[src/y2a_pkg.sv]
// y2a_pkg: shared types, BT.601 fixed-point constants and helpers for the
// YUYV to ABGR converter. No dependencies.

package y2a_pkg;

	localparam int FracBits = 10;

	localparam logic [10:0]        LumaGain  = 11'd1192;
	localparam logic [7:0]         LumaBase  = 8'd16;
	localparam logic signed [11:0] CrToR     = 12'sd1634;
	localparam logic signed [10:0] CrToG     = 11'sd833;
	localparam logic signed [9:0]  CbToG     = 10'sd400;
	localparam logic signed [12:0] CbToB     = 13'sd2066;
	localparam logic [7:0]         ChanMax   = 8'd255;
	localparam logic [7:0]         AlphaOpq  = 8'hff;

	typedef logic [18:0]        yterm_t;   // 1192 * (Y - 16), never negative
	typedef logic signed [18:0] crr_t;     // 1634 * (V - 128)
	typedef logic signed [17:0] crg_t;     // 833 * (V - 128)
	typedef logic signed [16:0] cbg_t;     // 400 * (U - 128)
	typedef logic signed [19:0] cbb_t;     // 2066 * (U - 128)
	typedef logic signed [20:0] sum_t;     // channel sum before the shift
	typedef logic signed [7:0]  chroma_t;  // chroma byte minus 128

	typedef struct packed {
		logic en_s2;
		logic en_s3;
	} stage_en_t;

	function automatic chroma_t center(input logic [7:0] c);
		return chroma_t'({~c[7], c[6:0]});
	endfunction

	function automatic logic [7:0] clamp_chan(input sum_t s);
		logic signed [10:0] sh;
		sh = s[20:FracBits];
		if (sh[10]) begin
			return 8'd0;
		end else if (sh[9:8] != 2'b00) begin
			return ChanMax;
		end
		return sh[7:0];
	endfunction

endpackage

[src/yuyv_to_abgr_converter.sv]
// yuyv_to_abgr_converter: YUYV 4:2:2 quad to two ABGR pixels, BT.601 video
// range. Depends on y2a_pkg and y2a_pixel.
//
//   port group  dir  payload
//   s_*         in   tdata {V, Y1, U, Y0}, tlast = last quad of frame
//   m_*         out  tdata {Y1, Y0, pixel1, pixel0}, tlast = frame end
//
// Three register stages: constant products, channel sums, shift/clamp/pack.
// One quad per cycle sustained while m_tready stays high.
// Stage 3 is the output register; each stage holds while the next is full
// and stalled, so s_tready drops only when all three stages are full.
// Reset clears the stage valid bits only.

module yuyv_to_abgr_converter (
	input  logic        clk,
	input  logic        arst_n,
	input  logic        s_tvalid,
	output logic        s_tready,
	input  logic [31:0] s_tdata,   // [7:0] luma_first, [15:8] chroma_blue,
	                               // [23:16] luma_second, [31:24] chroma_red
	input  logic        s_tlast,   // last_in_frame
	output logic        m_tvalid,
	input  logic        m_tready,
	output logic [79:0] m_tdata,   // [31:0] first_pixel_abgr,
	                               // [63:32] second_pixel_abgr,
	                               // [71:64] first_luma, [79:72] second_luma
	output logic        m_tlast    // frame_end
);
	import y2a_pkg::*;

	logic      v_s1, v_s2, v_s3;
	logic      en_s1;
	stage_en_t en;

	logic [7:0] y0_in, y1_in;
	chroma_t    uc_in, vc_in;

	yterm_t     yterm0_s1, yterm1_s1;
	crr_t       cr_r_s1;
	crg_t       cr_g_s1;
	cbg_t       cb_g_s1;
	cbb_t       cb_b_s1;
	logic [7:0] y0_s1, y1_s1, y0_s2, y1_s2, y0_s3, y1_s3;
	logic       last_s1, last_s2, last_s3;
	logic [31:0] px0, px1;

	assign en.en_s3 = !v_s3 || m_tready;
	assign en.en_s2 = !v_s2 || en.en_s3;
	assign en_s1    = !v_s1 || en.en_s2;
	assign s_tready = en_s1;

	assign y0_in = s_tdata[7:0];
	assign uc_in = center(s_tdata[15:8]);
	assign y1_in = s_tdata[23:16];
	assign vc_in = center(s_tdata[31:24]);

	always_ff @(posedge clk or negedge arst_n) begin
		if (!arst_n) begin
			v_s1 <= 1'b0;
			v_s2 <= 1'b0;
			v_s3 <= 1'b0;
		end else begin
			if (en_s1) v_s1 <= s_tvalid;
			if (en.en_s2) v_s2 <= v_s1;
			if (en.en_s3) v_s3 <= v_s2;
		end
	end

	always_ff @(posedge clk) begin
		if (en_s1) begin
			yterm0_s1 <= (y0_in < LumaBase) ? '0 :
				yterm_t'(LumaGain) * yterm_t'(y0_in - LumaBase);
			yterm1_s1 <= (y1_in < LumaBase) ? '0 :
				yterm_t'(LumaGain) * yterm_t'(y1_in - LumaBase);
			cr_r_s1   <= crr_t'(sum_t'(vc_in) * sum_t'(CrToR));
			cr_g_s1   <= crg_t'(sum_t'(vc_in) * sum_t'(CrToG));
			cb_g_s1   <= cbg_t'(sum_t'(uc_in) * sum_t'(CbToG));
			cb_b_s1   <= cbb_t'(sum_t'(uc_in) * sum_t'(CbToB));
			y0_s1     <= y0_in;
			y1_s1     <= y1_in;
			last_s1   <= s_tlast;
		end
		if (en.en_s2) begin
			y0_s2   <= y0_s1;
			y1_s2   <= y1_s1;
			last_s2 <= last_s1;
		end
		if (en.en_s3) begin
			y0_s3   <= y0_s2;
			y1_s3   <= y1_s2;
			last_s3 <= last_s2;
		end
	end

	y2a_pixel u_px0 (
		.clk   (clk),
		.en    (en),
		.yterm (yterm0_s1),
		.cr_r  (cr_r_s1),
		.cr_g  (cr_g_s1),
		.cb_g  (cb_g_s1),
		.cb_b  (cb_b_s1),
		.abgr  (px0)
	);

	y2a_pixel u_px1 (
		.clk   (clk),
		.en    (en),
		.yterm (yterm1_s1),
		.cr_r  (cr_r_s1),
		.cr_g  (cr_g_s1),
		.cb_g  (cb_g_s1),
		.cb_b  (cb_b_s1),
		.abgr  (px1)
	);

	assign m_tvalid = v_s3;
	assign m_tdata  = {y1_s3, y0_s3, px1, px0};
	assign m_tlast  = last_s3;

	a_ready_when_drain: assert property (@(posedge clk) disable iff (!arst_n)
		(!v_s3 || m_tready) |-> s_tready)
		else $error("input stalled while output stage drains");

	a_full_blocks: assert property (@(posedge clk) disable iff (!arst_n)
		(v_s1 && v_s2 && v_s3 && !m_tready) |-> !s_tready)
		else $error("request taken with full pipeline");

	a_req_enters: assert property (@(posedge clk) disable iff (!arst_n)
		(s_tvalid && s_tready) |=> v_s1)
		else $error("accepted request lost at stage 1");

	a_s2_holds: assert property (@(posedge clk) disable iff (!arst_n)
		(v_s2 && !en.en_s2) |=> (v_s2 && $stable(last_s2) && $stable(y0_s2)))
		else $error("stalled stage 2 changed");

endmodule

[src/y2a_pixel.sv]
// y2a_pixel: stages 2 and 3 of one pixel: channel sums, then floor shift,
// clamp and ABGR packing. Depends on y2a_pkg.

module y2a_pixel (
	input  logic               clk,
	input  y2a_pkg::stage_en_t en,
	input  y2a_pkg::yterm_t    yterm,
	input  y2a_pkg::crr_t      cr_r,
	input  y2a_pkg::crg_t      cr_g,
	input  y2a_pkg::cbg_t      cb_g,
	input  y2a_pkg::cbb_t      cb_b,
	output logic [31:0]        abgr
);
	import y2a_pkg::*;

	sum_t        r_sum_s2, g_sum_s2, b_sum_s2;
	sum_t        y_ext;
	logic [31:0] abgr_s3;

	assign y_ext = sum_t'({2'b00, yterm});

	always_ff @(posedge clk) begin
		if (en.en_s2) begin
			r_sum_s2 <= y_ext + sum_t'(cr_r);
			g_sum_s2 <= y_ext - sum_t'(cr_g) - sum_t'(cb_g);
			b_sum_s2 <= y_ext + sum_t'(cb_b);
		end
	end

	always_ff @(posedge clk) begin
		if (en.en_s3) begin
			abgr_s3 <= {AlphaOpq, clamp_chan(b_sum_s2), clamp_chan(g_sum_s2),
				clamp_chan(r_sum_s2)};
		end
	end

	assign abgr = abgr_s3;

endmodule
[config.mk]
export PLATFORM = sky130hd
export DESIGN_NAME = yuyv_to_abgr_converter
export DESIGN_NICKNAME = d
export VERILOG_FILES = /design/src/y2a_pkg.sv /design/src/yuyv_to_abgr_converter.sv /design/src/y2a_pixel.sv
export SDC_FILE = /design/constraint.sdc
export NUM_CORES = 1
export LEC_CHECK = 0
export ABC_AREA = 1
export BUFFER_PORTS_ARGS = -buffer_cell sky130_fd_sc_hd__buf_2
export CORE_UTILIZATION = 60
export CTS_CLUSTER_DIAMETER = 80
export DETAILED_ROUTE_END_ITERATION = 6
export PLACE_DENSITY = 0.8
export SLEW_MARGIN = 20
export SYNTH_ARGS = -nofsm -noshare
export SYNTH_HDL_FRONTEND = slang
export SYNTH_SLANG_ARGS = --single-unit
[constraint.sdc]
create_clock -name clk -period 8.3 [get_ports clk]
set_input_delay 0.415 -clock clk [delete_from_list [all_inputs] [get_ports clk]]
set_output_delay 0.415 -clock clk [all_outputs]
set_load 0.005 [all_outputs]
==> results of run 1 <==
## cell usage in the layout, fill, tap and decap left out, types with 4 or more instances in the layout
| cell type | count |
|---|---|
| sky130_fd_sc_hd__a21oi_1 | 130 |
| sky130_fd_sc_hd__nor3_1 | 7 |
| sky130_fd_sc_hd__nand3b_1 | 9 |
| sky130_fd_sc_hd__nand3_1 | 124 |
| sky130_fd_sc_hd__o21ai_0 | 36 |
| sky130_fd_sc_hd__edfxtp_1 | 257 |
| sky130_fd_sc_hd__nor2_1 | 162 |
| sky130_fd_sc_hd__clkbuf_1 | 6 |
| sky130_fd_sc_hd__clkinv_1 | 4 |
| sky130_fd_sc_hd__conb_1 | 16 |
| sky130_fd_sc_hd__a21o_1 | 19 |
| sky130_fd_sc_hd__clkbuf_8 | 4 |
| sky130_fd_sc_hd__a31oi_1 | 51 |
| sky130_fd_sc_hd__nand4_1 | 12 |
| sky130_fd_sc_hd__nand2_2 | 9 |
| sky130_fd_sc_hd__fa_1 | 93 |
| sky130_fd_sc_hd__nor4_1 | 12 |
| sky130_fd_sc_hd__nand2_1 | 606 |
| sky130_fd_sc_hd__xor2_1 | 43 |
| sky130_fd_sc_hd__o21bai_1 | 15 |
| sky130_fd_sc_hd__xnor2_1 | 6 |
| sky130_fd_sc_hd__clkbuf_16 | 28 |
| sky130_fd_sc_hd__buf_2 | 103 |
| sky130_fd_sc_hd__ha_1 | 304 |
| sky130_fd_sc_hd__inv_1 | 507 |
| sky130_fd_sc_hd__inv_2 | 6 |
## worst max path at each step
| stage | cells past startpoint | slack, ps | endpoint |
|---|---|---|---|
| CTS | 6 | 4300 | s_tready |
| finish | 6 | 4310 | s_tready |
| floorplan | 4 | 3360 | cb_b_s1[10]$_DFFE_PP_ |
| global route | 6 | 4040 | s_tready |
| detailed placement | 19 | 3950 | yterm1_s1[18]$_SDFFCE_PN0P_ |
| global placement | 19 | 4120 | yterm0_s1[15]$_SDFFCE_PN0P_ |
## power by group through the flow
stage | sequential (W) | combinational [W] | clock (W)
final | 0.00257 | 0.00602 | 0.00122
after global routing | 0.00261 | 0.00680 | 0.00129
after CTS | 0.00258 | 0.00591 | 0.00124
after detailed placement | 0.00260 | 0.00586 | 0
after global placement | 0.00258 | 0.00576 | 0
after floorplan | 0.00243 | 0.00430 | 0
## logic make-up after synthesis
family | share of synthesized area, %
buf+inv | 9.80
flops | 36.4
xor+xnor | 2.01
other cells | 0.0175
compound gates | 6.82
simple gates | 18.4
fa+ha+maj | 26.5
## routing by layer
metal	GRT usage, %	wire length [um]	vias to the layer above
li1	-	-	8235
met3	3.90	3120	80
met5	0	0	-
met4	7.26	1250	0
met1	41.4	23900	7606
met2	43.2	21700	484
## synth_stat cells (2+ instances only)
| master | number | share of area (%) |
|---|---|---|
| sky130_fd_sc_hd__inv_1 | 508 | 8.9 |
| sky130_fd_sc_hd__a31oi_1 | 51 | 1.5 |
| sky130_fd_sc_hd__nor2_4 | 2 | 0.11 |
| sky130_fd_sc_hd__nor4_1 | 12 | 0.35 |
| sky130_fd_sc_hd__clkinv_1 | 2 | 0.035 |
| sky130_fd_sc_hd__nand3_1 | 124 | 2.9 |
| sky130_fd_sc_hd__a21oi_1 | 130 | 3.0 |
| sky130_fd_sc_hd__xnor2_1 | 6 | 0.25 |
| sky130_fd_sc_hd__nor3_1 | 7 | 0.16 |
| sky130_fd_sc_hd__nand2_1 | 608 | 11 |
| sky130_fd_sc_hd__or2_2 | 3 | 0.088 |
| sky130_fd_sc_hd__o21ai_0 | 36 | 0.84 |
| sky130_fd_sc_hd__xor2_1 | 43 | 1.8 |
| sky130_fd_sc_hd__a21o_1 | 19 | 0.67 |
| sky130_fd_sc_hd__nor2_2 | 2 | 0.059 |
| sky130_fd_sc_hd__inv_2 | 6 | 0.11 |
| sky130_fd_sc_hd__nand2_2 | 8 | 0.23 |
| sky130_fd_sc_hd__fa_1 | 93 | 8.7 |
| sky130_fd_sc_hd__clkbuf_1 | 6 | 0.11 |
| sky130_fd_sc_hd__nand3_2 | 3 | 0.14 |
| sky130_fd_sc_hd__and2_4 | 2 | 0.082 |
| sky130_fd_sc_hd__buf_4 | 16 | 0.56 |
| sky130_fd_sc_hd__nand4_1 | 12 | 0.35 |
| sky130_fd_sc_hd__nand3b_1 | 9 | 0.32 |
| sky130_fd_sc_hd__o21a_1 | 2 | 0.070 |
| sky130_fd_sc_hd__dfrtp_1 | 3 | 0.35 |
| sky130_fd_sc_hd__ha_1 | 304 | 18 |
| sky130_fd_sc_hd__buf_2 | 3 | 0.070 |
| sky130_fd_sc_hd__nor2_1 | 162 | 2.8 |
| sky130_fd_sc_hd__a21boi_0 | 2 | 0.070 |
| sky130_fd_sc_hd__o21bai_1 | 15 | 0.53 |
| sky130_fd_sc_hd__edfxtp_1 | 257 | 36 |
## flip-flops by register name (all words and copies together) (netlist names), 8 cells and up
| name | flops |
|---|---|
| cb_b_s1 | 19 |
| u_px1.abgr | 24 |
| u_px0.g_sum_s2 | 11 |
| yterm0_s1 | 16 |
| y1_s3 | 8 |
| cr_g_s1 | 18 |
| u_px0.r_sum_s2 | 11 |
| u_px0.abgr | 24 |
| u_px1.g_sum_s2 | 11 |
| y1_s2 | 8 |
| u_px1.r_sum_s2 | 11 |
| u_px1.b_sum_s2 | 11 |
| cb_g_s1 | 9 |
| cr_r_s1 | 14 |
| y0_s3 | 8 |
| y1_s1 | 8 |
| y0_s2 | 8 |
| yterm1_s1 | 16 |
| y0_s1 | 8 |
| u_px0.b_sum_s2 | 11 |
## worst max-delay path, stage by stage (launching register included)
cell                      delay, ps
sky130_fd_sc_hd__dfrtp_1        390
sky130_fd_sc_hd__nand2_2         60
sky130_fd_sc_hd__buf_4          640
sky130_fd_sc_hd__nor2_1         240
sky130_fd_sc_hd__nand2_4        570
sky130_fd_sc_hd__buf_4          770
sky130_fd_sc_hd__buf_2          240
## final cells by class
class | count | area (um2) | area share, %
Inverter | 516 | 1940 | 8.31
Clock inverter | 13 | 145 | 0.622
Tap cell | 455 | 569 | 2.44
Multi-Input combinational cell | 1677 | 11600 | 49.5
Sequential cell | 260 | 7790 | 33.4
Timing Repair Buffer | 107 | 548 | 2.35
Clock buffer | 38 | 778 | 3.34
## metrics by stage
stage | cells | area (um2) | total power, W | hold slack, ps
CTS | 3066 | 23300 | 0.00972 | 8.78
floorplan | 2478 | 21400 | 0.00673 | 119
detailed placement | 3014 | 22400 | 0.00846 | 218
global placement | 3014 | 22400 | 0.00834 | 216
global route | 3066 | 23300 | 0.0107 | 1.29
finish | 3066 | 23300 | 0.00981 | 20.9
==> PnR_summary.wiki, run 1 <==
{| class="wikitable"
! Metric !! Value
|-
| Data required time at the worst endpoint || 7890 ps
|-
| Largest net degree at the start of global routing || 76
|-
| Nets || 3024
|-
| Pre-CTS setup slack || 3950 ps
|-
| Clock transition at the registers of the reported paths || 60 ps
|-
| Arrival time at the worst endpoint || 3580 ps
|-
| Count of state elements after synthesis || 260
|-
| Antenna violations before repair || 0
|-
| TritonCTS Buffers || 28
|-
| Area of the die || 36400 um2
|-
| Clock tree from TritonCTS || yes
|-
| Hold/Removal Path Class || in -> reg
|-
| Post-layout util || 67.0%
|-
| Total wire length || 50.0 mm
|-
| Critical Setup Path Class || reg -> out
|-
| Final routed wire length divided by cell count || 16.3 um
|-
| Gp weighted congestion || 1.02
|-
| Number of top-level pins || 120
|-
| Total global-route track usage || 28.0%
|-
| ANT cells || 0
|-
| P_leak || 12.4 nW
|-
| Ratio of final minimum period to clock period || 48.1%
|-
| Number of instances in the synthesized netlist || 2463
|-
| Internal power of the cells || 0.00500 W
|-
| Startpoint of the worst setup timing path || m_tvalid$_DFFE_PN0P_
|-
| First-iteration detailed-routing DRC count || 1100
|-
| Unrepaired setup endpoints after global routing || no
|-
| Clock tree buffer depth || 3
|-
| Post-layout minimum cycle time || 3990 ps
|-
| Clock share of power || 12.4%
|-
| Power per Cell Area || 420 nW/um2
|-
| Post-route setup TNS || 0 ps
|-
| Hold violation count in the final report || 0
|-
| Worst hold path stage count || 1
|-
| Worst path setup slack after routing || 4310 ps
|-
| Max capacitance violation total || 0
|-
| Part of the total power dissipated in sequential elements || 26.2%
|-
| Max Freq || 251 MHz
|-
| Gate power share || 61.3%
|-
| Min-delay src || s_tlast
|-
| Sinks on Clock Net || 260
|-
| Worst Reg-to-Reg Cells || 5
|-
| Synth Cell Area || 21400 um2
|-
| Site row count || 68
|-
| Total of fill cells in the finished design || 2783
|-
| First-pass GRT wire length || 79.7 mm
|-
| Sw frac || 49.0%
|-
| Worst-case vdd ir drop || 0.248 mV
|-
| Top FF cell, synth || sky130_fd_sc_hd__edfxtp_1
|-
| Ratio of cells with drive above 1 in the final layout || 6.89%
|-
| Post-CTS Hold Fix Bufs || 1
|-
| Status || complete, no violations
|-
| Final setup fails || 0
|-
| Cell at the root of the clock tree || sky130_fd_sc_hd__clkbuf_16
|-
| Number of nets with antenna violations after routing || 0
|-
| Via count of the first global-routing pass || 15679
|-
| Startpoint of the worst-slack reg-to-reg timing path || m_tvalid$_DFFE_PN0P_
|-
| Via count of the routed design || 16405
|-
| Count of unique library cells instantiated by Yosys || 39
|-
| Endpoint class of the critical path || output port
|-
| Grt ovf || 0
|-
| Clock latency on the worst-skew pair || 570 ps
|-
| CTS HTree Levels || 1
|-
| Fraction of synthesis flops using an asynchronous set or reset pin || 1.15%
|-
| First drt pass iteration count || 6
|-
| Seq/Total Area, Yosys || 36.4%
|-
| Max-slew violation count || 0
|-
| Number of DRC violations after detailed routing || 0
|-
| Setup Skew || 25.5 ps
|-
| Synthesized area per cell || 8.68 um2
|-
| Hold endpoint || last_s1$_DFFE_PP_
|-
| Post-cts sizing count || 0
|-
| Post-CTS setup repair buffer count || 0
|-
| Initial core utilization || 61.4%
|-
| Yosys warning count || 0
|-
| CP startpoint kind || flip-flop
|-
| Minimum setup slack among reg-to-reg paths || 5150 ps
|-
| Endpoint of the worst-slack reg-to-reg timing path || cr_r_s1[12]$_DFFE_PP_
|-
| Detailed Place HPWL || 41.8 mm
|-
| Pin slew with the least headroom to its limit || 867 ps
|-
| Horizontal die dimension || 191 um
|-
| Height of the die || 191 um
|-
| IO buf count || 103
|-
| Core Box Area || 34800 um2
|-
| Max FO, Critical Path || 67
|-
| Tightest slew margin relative to the limit || 42.2%
|-
| Drt via density || 5.35
|-
| Number of enable-type register cells in the synthesized netlist || 257
|-
| P&R area growth vs syn || 9.12%
|-
| Sw power || 0.00481 W
|}
Note: power is estimated with default switching activity, not from simulation.
==> run 2, diff against run 1 <==
--- a/config.mk
+++ b/config.mk
@@ -7,10 +7,10 @@
 export LEC_CHECK = 0
 export ABC_AREA = 1
 export BUFFER_PORTS_ARGS = -buffer_cell sky130_fd_sc_hd__buf_2
-export CORE_UTILIZATION = 60
+export CORE_UTILIZATION = 57
 export CTS_CLUSTER_DIAMETER = 80
 export DETAILED_ROUTE_END_ITERATION = 6
-export PLACE_DENSITY = 0.8
+export PLACE_DENSITY = 0.79
 export SLEW_MARGIN = 20
 export SYNTH_ARGS = -nofsm -noshare
 export SYNTH_HDL_FRONTEND = slang
==> constraint.sdc (replaced) <==
create_clock -name clk -period 3.4 [get_ports clk]
set_input_delay 0.17 -clock clk [delete_from_list [all_inputs] [get_ports clk]]
set_output_delay 0.17 -clock clk [all_outputs]
set_load 0.005 [all_outputs]
==> run 2 against run 1 <==
Via count rose by 1.6%. Critical path depth rose by 7. Clock skew fell by 17 ps. Total power rose by 140%. Clock power rose by 130%. First-iteration DRC count rose by 18%. Count of clock-buffer cells in the layout fell by 4. Non-clock buffer count rose by 89. Hold slack improved by 50 ps. Final area rose by 5.0%. Global-route usage fell by 1.9 points. Die area rose by 5.2%. Critical path type is now in -> reg. Highest routed layer unchanged.
==> PnR_summary.wiki, run 2 (synthesis gave the netlist of run 1 again) <==
{| class="wikitable"
! Metric !! Value
|-
| Status || complete, no violations
|-
| Setup Skew || 8.71 ps (-16.8 ps)
|-
| Largest net degree at the start of global routing || 84 (+11%)
|-
| Worst-case vdd ir drop || 0.628 mV (+150%)
|-
| Drt via density || 5.27 (-1.6%)
|-
| Clock latency on the worst-skew pair || 550 ps (-20 ps)
|-
| Worst path setup slack after routing || 90.5 ps (-4220 ps)
|-
| Power per Cell Area || 978 nW/um2 (+130%)
|-
| Antenna violations before repair || 0 (unchanged)
|-
| Via count of the first global-routing pass || 15945 (+1.7%)
|-
| Pre-CTS setup slack || -274 ps (-4230 ps)
|-
| Hold violation count in the final report || 0 (unchanged)
|-
| Tightest slew margin relative to the limit || 29.2% (-13 points)
|-
| Gp weighted congestion || 1.00 (-1.6%)
|-
| Horizontal die dimension || 196 um (+2.6%)
|-
| Core Box Area || 36800 um2 (+5.7%)
|-
| Critical Setup Path Class || in -> reg
|-
| Max-slew violation count || 0 (unchanged)
|-
| Max FO, Critical Path || 4 (-94%)
|-
| Post-layout minimum cycle time || 3310 ps
|-
| Number of nets with antenna violations after routing || 0 (unchanged)
|-
| Sinks on Clock Net || 260 (unchanged)
|-
| Area of the multi-input gates || 12000 um2 (+4.0%)
|-
| Arrival time at the worst endpoint || 3600 ps (+20 ps)
|-
| Initial core utilization || 58.1% (-3.3 points)
|-
| CTS HTree Levels || 1 (unchanged)
|-
| Max Freq || 302 MHz
|-
| Cell at the root of the clock tree || sky130_fd_sc_hd__clkbuf_16
|-
| Ratio of cells with drive above 1 in the final layout || 11.3% (+4.4 points)
|-
| IO buf count || 103 (unchanged)
|-
| CP startpoint kind || input port
|-
| Via count of the routed design || 16661 (+1.6%)
|-
| Pin slew with the least headroom to its limit || 1060 ps (+195 ps)
|-
| Sequential cell area || 7790 um2 (unchanged)
|-
| Minimum setup slack among reg-to-reg paths || 530 ps (-4620 ps)
|-
| First drt pass iteration count || 7 (+1)
|-
| Clock tree buffer depth || 3 (unchanged)
|-
| Detailed Place HPWL || 40.5 mm (-2.9%)
|-
| Most common library cell in the layout ignoring fill and taps || sky130_fd_sc_hd__nand2_1
|-
| Nets || 3110 (+2.8%)
|-
| Overall power consumption || 0.0240 W (+140%)
|-
| Post-layout util || 66.6% (-0.47 points)
|-
| Max capacitance violation total || 0 (unchanged)
|-
| First-pass GRT wire length || 79.3 mm (-0.50%)
|-
| Number of top-level pins || 120 (unchanged)
|-
| Final routed wire length divided by cell count || 15.7 um (-3.8%)
|-
| First-iteration detailed-routing DRC count || 1300 (+18%)
|-
| Hold/Removal Path Class || in -> reg
|-
| P_leak || 12.8 nW (+3.2%)
|-
| Site row count || 70 (+2.9%)
|-
| P&R area growth vs syn || 14.5%
|-
| Area of the die || 38300 um2 (+5.2%)
|-
| Clock transition at the registers of the reported paths || 60 ps (about the same)
|-
| Data required time at the worst endpoint || 3690 ps (-4200 ps)
|-
| Total of fill cells in the finished design || 2948 (+5.9%)
|-
| Height of the die || 196 um (+2.6%)
|-
| Number of DRC violations after detailed routing || 0 (unchanged)
|-
| ANT cells || 0 (unchanged)
|-
| Endpoint class of the critical path || flip-flop
|-
| Most frequent cells in the layout || sky130_fd_sc_hd__nand2_1 (594), sky130_fd_sc_hd__inv_1 (499), sky130_fd_sc_hd__ha_1 (277)
|-
| Final setup fails || 0 (unchanged)
|-
| Grt ovf || 0 (unchanged)
|-
| Total global-route track usage || 26.1% (-1.9 points)
|-
| Total wire length || 49.6 mm (-0.73%)
|-
| Clock tree from TritonCTS || yes
|-
| TritonCTS Buffers || 25 (-11%)
|-
| Ratio of final minimum period to clock period || 97.3%
|}
-- run 2: changes by cell type in the layout (fill, tap and decap cells not counted), sizes merged, moves of 2 or more --
| cell | before | now |
|---|---|---|
| buf | 106 | 167 |
| inv | 517 | 512 |
| clkinvlp | 2 | 4 |
| dlygate4sd3 | 1 | 28 |
| clkbuf | 38 | 34 |
-- run 2: layer usage --
layer	GRT usage, %	up-vias	wire length, um
li1	-	8376	-
met1	37.4	7712	23200
met2	41.8	491	22100
met3	2.89	82	2850
met4	8.22	0	1440
met5	0	-	0
-- run 2: per-stage QoR --
stage	setup TNS [ps]	instance area [um2]	hold WS, ps	std cells
finish	0	24500	70.4	3163
global placement	-3140	23200	-25.9	3089
detailed placement	-4930	23200	-22.0	3089
global route	-55.9	24500	49.8	3163
CTS	0	24300	49.3	3164
floorplan	-7.74	21800	-126	2478
-- run 2: final cells by class --
class | instances | share of cell area [%]
inverter | 516 | 7.98
multi-input combinational | 1677 | 49.1
tap | 468 | 2.39
clock buffer | 34 | 2.86
timing repair buffer | 196 | 5.33
clock inverter | 12 | 0.511
sequential | 260 | 31.8
-- run 2: worst max-delay path: stages --
cell	delay (ps)
sky130_fd_sc_hd__dlygate4sd3_1	530
sky130_fd_sc_hd__buf_2	160
sky130_fd_sc_hd__ha_1	350
sky130_fd_sc_hd__inv_2	100
sky130_fd_sc_hd__fa_1	430
sky130_fd_sc_hd__fa_1	520
sky130_fd_sc_hd__inv_1	40
sky130_fd_sc_hd__ha_1	300
sky130_fd_sc_hd__ha_1	340
sky130_fd_sc_hd__a21o_1	200
sky130_fd_sc_hd__o21ai_0	170
sky130_fd_sc_hd__nand3_1	110
sky130_fd_sc_hd__xor2_1	170
-- run 2: where the power goes --
part	total [W]	internal [W]	switching [W]
clock network	0.00277	0.00160	0.00117
logic	0.0149	0.00547	0.00942
registers	0.00630	0.00548	0.000816
total	0.0240	0.0126	0.0114
-- run 2: worst paths after layout --
path | start | end | depth (start not counted)
min | s_tdata[23] | y1_s1[7]$_DFFE_PP_ | 1
min reg2reg | y0_s2[6]$_DFFE_PP_ | y0_s3[6]$_DFFE_PP_ | 0
max | s_tdata[27] | cr_g_s1[17]$_DFFE_PP_ | 13
max reg2reg | cb_g_s1[16]$_DFFE_PP_ | u_px0.g_sum_s2[19]$_DFFE_PP_ | 8
max in group asynchronous | arst_n | m_tvalid$_DFFE_PN0P_ | 3
min in group asynchronous | arst_n | v_s1$_DFFE_PN0P_ | 3
-- run 2: repair_timing --
action | in CTS | in global routing
buffers inserted | 0 | 1
endpoints found under the setup margin | 0 | 21
hold buffers | 29 | 0
endpoints found under the hold margin | 33 | 0
gates resized for setup | 0 | 35
